### src/rtl/core/assert_macros.svh
// Assertion macros for the RTL files.
`ifndef ASSERT_MACROS_SVH
`define ASSERT_MACROS_SVH

// Check a property on every rising clock edge, skipped while reset is held.
`define ASSERT_CLK(lbl, prop, msg) \
  lbl: assert property (@(posedge clk_i) disable iff (!rst_ni) (prop)) else $error(msg);

// Check a property on every rising clock edge, reset included.
`define ASSERT_ALWAYS(lbl, prop, msg) \
  lbl: assert property (@(posedge clk_i) (prop)) else $error(msg);

`endif

### src/rtl/core/sitda_pkg.sv
// Package for the signed integer to decimal ASCII converter: widths, codes, dabble step.
package sitda_pkg;

  localparam int VALUE_WIDTH = 32;
  // Decimal digits in the largest magnitude, 2^(VALUE_WIDTH-1).
  localparam int NUM_DIGITS  = (((VALUE_WIDTH - 1) * 1233) >> 12) + 1;
  localparam int BCD_W       = 4 * NUM_DIGITS;
  localparam int STEP_W      = $clog2(VALUE_WIDTH);
  localparam int DIG_W       = $clog2(NUM_DIGITS);
  localparam int CHAR_W      = 6;

  localparam logic [CHAR_W-1:0] CHAR_ZERO  = CHAR_W'(48);
  localparam logic [CHAR_W-1:0] CHAR_NINE  = CHAR_W'(57);
  localparam logic [CHAR_W-1:0] CHAR_MINUS = CHAR_W'(45);

  typedef enum logic [2:0] {
    ST_IDLE = 3'b001,
    ST_CONV = 3'b010,
    ST_EMIT = 3'b100
  } state_e;

  typedef logic [BCD_W-1:0] bcd_t;

  // Add 3 to every digit of 5 or more, ahead of the next left shift.
  function automatic bcd_t dabble_adjust(input bcd_t bcd);
    bcd_t res;
    res = bcd;
    for (int d = 0; d < NUM_DIGITS; d++) begin
      if (bcd[4*d +: 4] >= 4'd5) begin
        res[4*d +: 4] = bcd[4*d +: 4] + 4'd3;
      end
    end
    return res;
  endfunction

endpackage

### src/rtl/core/signed_int_to_decimal_ascii.sv
// Signed integer to decimal ASCII converter, top level.
//
// Converts one signed VALUE_WIDTH-bit integer into its decimal text, one ASCII
// character per output transaction, most significant first, with a leading
// minus sign for negative values, no leading zeros, and last set on the final
// digit. A value is loaded, then shifted into BCD bit by bit through the
// shift-add-3 unit, then the BCD digits are walked, with the sign sent first
// for a negative number; an output stall holds the walk until the output
// slot frees. The input is stalled from acceptance until the last character
// is loaded into the output register.
`include "assert_macros.svh"

module signed_int_to_decimal_ascii (
  input  logic                                clk_i,
  input  logic                                rst_ni,
  input  logic                                in_valid_i,
  output logic                                in_stall_o,
  input  logic [sitda_pkg::VALUE_WIDTH-1:0]   value_i,
  output logic                                out_valid_o,
  input  logic                                out_stall_i,
  output logic [sitda_pkg::CHAR_W-1:0]        ascii_char_o,
  output logic                                last_o
);
  import sitda_pkg::*;

  state_e                   state_q, state_d;
  logic [STEP_W-1:0]        step_q, step_d;
  logic [DIG_W-1:0]         dig_q, dig_d;
  logic                     neg_q, neg_d;
  logic                     started_q, started_d;
  logic [VALUE_WIDTH-1:0]   mag_q, mag_d;
  bcd_t                     bcd_q, bcd_d;
  bcd_t                     bcd_adj;
  logic                     out_valid_q, out_valid_d;
  logic [CHAR_W-1:0]        char_q, char_d;
  logic                     last_q, last_d;
  logic                     slot_free;
  logic                     in_accept;
  logic [3:0]               top_digit;
  logic                     dig_last;

  assign in_accept = in_valid_i && (state_q == ST_IDLE);
  assign slot_free = !out_valid_q || !out_stall_i;
  assign bcd_adj   = dabble_adjust(bcd_q);
  assign top_digit = bcd_q[BCD_W-1 -: 4];
  assign dig_last  = (dig_q == '0);

  always_comb begin
    state_d     = state_q;
    step_d      = step_q;
    dig_d       = dig_q;
    neg_d       = neg_q;
    started_d   = started_q;
    mag_d       = mag_q;
    bcd_d       = bcd_q;
    char_d      = char_q;
    last_d      = last_q;
    // Drop the output once taken unless something new is loaded below.
    out_valid_d = out_valid_q && out_stall_i;

    unique case (state_q)
      ST_IDLE: begin
        if (in_accept) begin
          neg_d     = value_i[VALUE_WIDTH-1];
          mag_d     = value_i[VALUE_WIDTH-1] ? (~value_i + 1'b1) : value_i;
          bcd_d     = '0;
          step_d    = STEP_W'(VALUE_WIDTH - 1);
          dig_d     = DIG_W'(NUM_DIGITS - 1);
          started_d = 1'b0;
          state_d   = ST_CONV;
        end
      end
      ST_CONV: begin
        bcd_d = {bcd_adj[BCD_W-2:0], mag_q[VALUE_WIDTH-1]};
        mag_d = {mag_q[VALUE_WIDTH-2:0], 1'b0};
        if (step_q == '0) begin
          state_d = ST_EMIT;
        end else begin
          step_d = step_q - 1'b1;
        end
      end
      ST_EMIT: begin
        if (slot_free) begin
          if (neg_q) begin
            char_d      = CHAR_MINUS;
            last_d      = 1'b0;
            out_valid_d = 1'b1;
            neg_d       = 1'b0;
          end else begin
            // Skip leading zeros, but always send the final digit.
            if (top_digit != 4'd0 || started_q || dig_last) begin
              char_d      = CHAR_ZERO + {2'b00, top_digit};
              last_d      = dig_last;
              out_valid_d = 1'b1;
              started_d   = 1'b1;
            end
            bcd_d = {bcd_q[BCD_W-5:0], 4'd0};
            if (dig_last) begin
              state_d = ST_IDLE;
            end else begin
              dig_d = dig_q - 1'b1;
            end
          end
        end
      end
      default: begin
        state_d = ST_IDLE;
      end
    endcase
  end

  always_ff @(posedge clk_i or negedge rst_ni) begin
    if (!rst_ni) begin
      state_q     <= ST_IDLE;
      out_valid_q <= 1'b0;
      step_q      <= '0;
      dig_q       <= '0;
      neg_q       <= 1'b0;
      started_q   <= 1'b0;
    end else begin
      state_q     <= state_d;
      out_valid_q <= out_valid_d;
      step_q      <= step_d;
      dig_q       <= dig_d;
      neg_q       <= neg_d;
      started_q   <= started_d;
    end
  end

  always_ff @(posedge clk_i) begin
    mag_q  <= mag_d;
    bcd_q  <= bcd_d;
    char_q <= char_d;
    last_q <= last_d;
  end

  assign in_stall_o   = (state_q != ST_IDLE);
  assign out_valid_o  = out_valid_q;
  assign ascii_char_o = char_q;
  assign last_o       = last_q;

  `ASSERT_CLK(a_accept_starts_conv, in_valid_i && !in_stall_o |=> state_q == ST_CONV,
    "accepted transaction did not start conversion")
  `ASSERT_CLK(a_conv_ends_in_emit, state_q == ST_CONV && step_q == '0 |=> state_q == ST_EMIT,
    "conversion did not hand over to emission")
  `ASSERT_CLK(a_char_range, out_valid_o |-> ascii_char_o == CHAR_MINUS ||
    (ascii_char_o >= CHAR_ZERO && ascii_char_o <= CHAR_NINE), "output character out of range")
  `ASSERT_CLK(a_minus_not_last, !(out_valid_o && last_o && ascii_char_o == CHAR_MINUS),
    "minus sign flagged as last character")

endmodule
### config.mk
export PLATFORM = sky130hd
export DESIGN_NAME = signed_int_to_decimal_ascii
export DESIGN_NICKNAME = d
export VERILOG_FILES = /design/src/rtl/core/sitda_pkg.sv /design/src/rtl/core/signed_int_to_decimal_ascii.sv
export VERILOG_INCLUDE_DIRS = /design/src /design/src/rtl/core
export SDC_FILE = /design/constraint.sdc
export NUM_CORES = 1
export LEC_CHECK = 0
export BUFFER_PORTS_ARGS = -buffer_cell sky130_fd_sc_hd__buf_2
export CAP_MARGIN = 5
export CORE_ASPECT_RATIO = 2
export CORE_MARGIN = 5
export CORE_UTILIZATION = 45
export CTS_CLUSTER_DIAMETER = 30
export DETAILED_ROUTE_END_ITERATION = 7
export GPL_ROUTABILITY_DRIVEN = 1
export PLACE_DENSITY = 0.72
export SLEW_MARGIN = 5
export SYNTH_ARGS = -nofsm -noshare
export SYNTH_HDL_FRONTEND = slang
export SYNTH_SLANG_ARGS = --single-unit
export TNS_END_PERCENT = 30
### constraint.sdc
create_clock -name clk_i -period 7.7 [get_ports clk_i]
set_input_delay 0.385 -clock clk_i [delete_from_list [all_inputs] [get_ports clk_i]]
set_output_delay 0.385 -clock clk_i [all_outputs]
set_load 0.05 [all_outputs]
==> results.yml <==
clock_tree:
  numCtsBuffers: 9
  cts_tree: "yes"
  htree_levels: 3
  root_buffer: "clkbuf_16"
  clkLatencyLatePin_ps: 340
  clk_pin_slew_ps: 70
  clock-sinks: 93
  clk_path_buf_depth: 2
  post_cts_buffers: 0
worst_setup_path:
  worstSetupPathType: "reg2reg"
  worstSetupStartpointType: "register"
  cp-end-kind: "register"
  r2r_setup_slack_ps: 4850
  critical_path.max_fanout: 59
  arrival_ps: 2650
  cp_data_required_time_ps: 7500
global_routing:
  grt_antenna_before_repair: 0
  grt_max_degree: 60
  grt_pass1_wl_mm: 19.3
  track_usage: 0.162
  grt_overflow: 0
  grt_pass1_vias: 4266
drt:
  drt_iter0_drc: 243
  wl_per_cell_um: 15.5
  vias: 4264
  drc_errors: 0
  wirelength_mm: 11.6
  ant_nets: 0
  via_per_inst: 5.72
  firstDrtPassIters: 6
floorplan:
  die-area_um2: 14900
  io_pins: 45
  initial_core_util: 0.459
  core-area_um2: 12200
  die_h_um: 168
  dieWidth_um: 88.9
  rows: 57
cells_and_area:
  area_growth_pct: 10.6
  drive_above_1_share: 0.129
  final_common_cell: "edfxtp_1"
  final_nets: 655
  diodes: 0
  layout_common_cells: "78 x edfxtp_1, 63 x o21ai_0, 62 x nand2_1, 43 x buf_2, 42 x a21oi_1"
sta:
  fin_setup_tns_ps: 0
  rsz0062_at_grt: "no"
  slew_headroom: 0.165
  fmax_mhz: 351
  drv_slew: 0
  final.setup_skew_ps: 9.25
  final-hold-violation-count: 0
  layout_setup_ws_ps: 4850
  fin_crit_sh: 0.370
  setup_viol: 0
  worst_slew_pin_slew_ps: 1250
  post-route-min-period_ps: 2850
logic_synthesis:
  ys_warn_count: 0
  ys_seq_area_frac: 0.486
  synthFlopType: "edfxtp_1"
  synth.distinct_cells: 49
  synth-compound-area-share: 0.181
  avgSynthCellArea_um2: 10.1
  synthArstFlopShare: 0.161
  yosys_register_bits: 93
  synth-edff-count: 78
  synthCells: 555
  syn_nets: 616
  synth_top_family_by_area: "compound AO/OA/AOI/OAI gates"
  synthXorXnorAreaFrac: 0.0704
  synth.area.mux_share: 0.00179
  synthAdderAreaFrac: 0.0559
  syn_area_um2: 5600
  synth_simple_gate_area_frac: 0.159
placement:
  preCtsSetupSlack_ps: 4790
  dp_hpwl_mm: 8.66
  portBuffers: 43
  gp_congestion: 0.861
pwr:
  power.total_mw: 2.02
  p_leak_nw: 2.27
  p_per_area_nw_per_um2: 326
  ir_drop_v: 0.000178
min_path:
  min-delay-path-class: "in2reg"
status:
  status: "finished clean"
flow_run:
  max-cap-violations: 0
flip-flops by register name, indices dropped and copies added, names as in the netlist:
signal and flops:
bcd_q 40, step_q 5, mag_q 32, dig_q 4
ascii_char_o 5, out_valid_o 1, neg_q 1, last_o 1
state_q 3, started_q 1
synth_stat cells (4+ instances only):
library cell | instances | area [um^2]
a21oi_1 | 42 | 210
a22o_1 | 9 | 78.8
a22oi_1 | 4 | 30.0
and2_1 | 5 | 31.3
clkbuf_1 | 12 | 45.0
dfrtp_1 | 14 | 350
edfxtp_1 | 78 | 2340
ha_1 | 25 | 313
inv_1 | 32 | 120
nand2_1 | 62 | 233
nand2b_1 | 17 | 106
nand3_1 | 11 | 55.1
nor2_1 | 34 | 128
nor2b_1 | 5 | 31.3
nor3_1 | 6 | 30.0
nor3b_1 | 16 | 120
o21ai_0 | 63 | 315
o22ai_1 | 14 | 87.6
o31ai_1 | 11 | 82.6
o41ai_1 | 9 | 78.8
xnor2_1 | 11 | 96.3
xor2_1 | 34 | 298
metrics by stage:
stage,hold WS [ps],util,cells,instance area [um^2]
final,291,0.508,746,6190
after floorplan,89.4,-,555,5600
after global placement,303,0.484,729,5900
after detailed placement,318,0.484,729,5900
after global routing,283,0.508,746,6190
after CTS,276,0.508,746,6190
layer usage:
layer	vias to the layer above	GRT usage	routed length, um
met5	-	0	0
met3	30	0.0310	509
met2	98	0.293	6350
li1	2094	-	-
met1	2042	0.176	4360
met4	0	0.0730	378
path summary, 6_finish.rpt:
| check | from | cells past startpoint | endpoint |
|---|---|---|---|
| max | state_q[0] | 4 | mag_q[23] |
| min | out_stall_i | 3 | out_valid_o |
| max reg2reg | state_q[0] | 4 | mag_q[23] |
| min reg2reg | step_q[0] | 1 | step_q[0] |
| max in group asynchronous | rst_ni | 2 | state_q[0] |
| min in group asynchronous | rst_ni | 2 | started_q |
cells by family (layout without fill, tap and decap cells):
logic type	Yosys count	in the layout
simple gates	174	174
fa+ha+maj	25	25
flops	93	93
compound gates	164	164
mux	1	1
buf+inv	52	96
other cells	1	1
xor+xnor	45	45
cell type report:
cell class / instances / area (um^2)
inverters: 32 / 120
clock buffers: 12 / 246
flip-flops and latches: 93 / 2720
fillers: 1118 / 6000
well taps: 147 / 184
multi-input cells: 410 / 2640
clock inverters: 4 / 31.3
repair buffers: 48 / 255
power by group:
| part | total (mW) | leakage [nW] | internal, mW | switching (mW) |
|---|---|---|---|---|
| Combinational | 0.669 | 1.22 | 0.251 | 0.418 |
| Clock | 0.416 | 0.125 | 0.229 | 0.187 |
| Sequential | 0.933 | 0.921 | 0.803 | 0.129 |
| Total | 2.02 | 2.27 | 1.28 | 0.734 |
critical path, stage by stage (launching register included):
cell and delay (ps):
dfstp_2 570, nand2b_1 200, nand2b_2 140, buf_4 480, nand2_1 890
repair_timing:
item,in CTS,in global routing
endpoints found under the setup margin,0,0
gates resized for setup,0,0
hold buffers,1,0
endpoints found under the hold margin,14,0
Note: power is estimated with default switching activity, not from simulation.
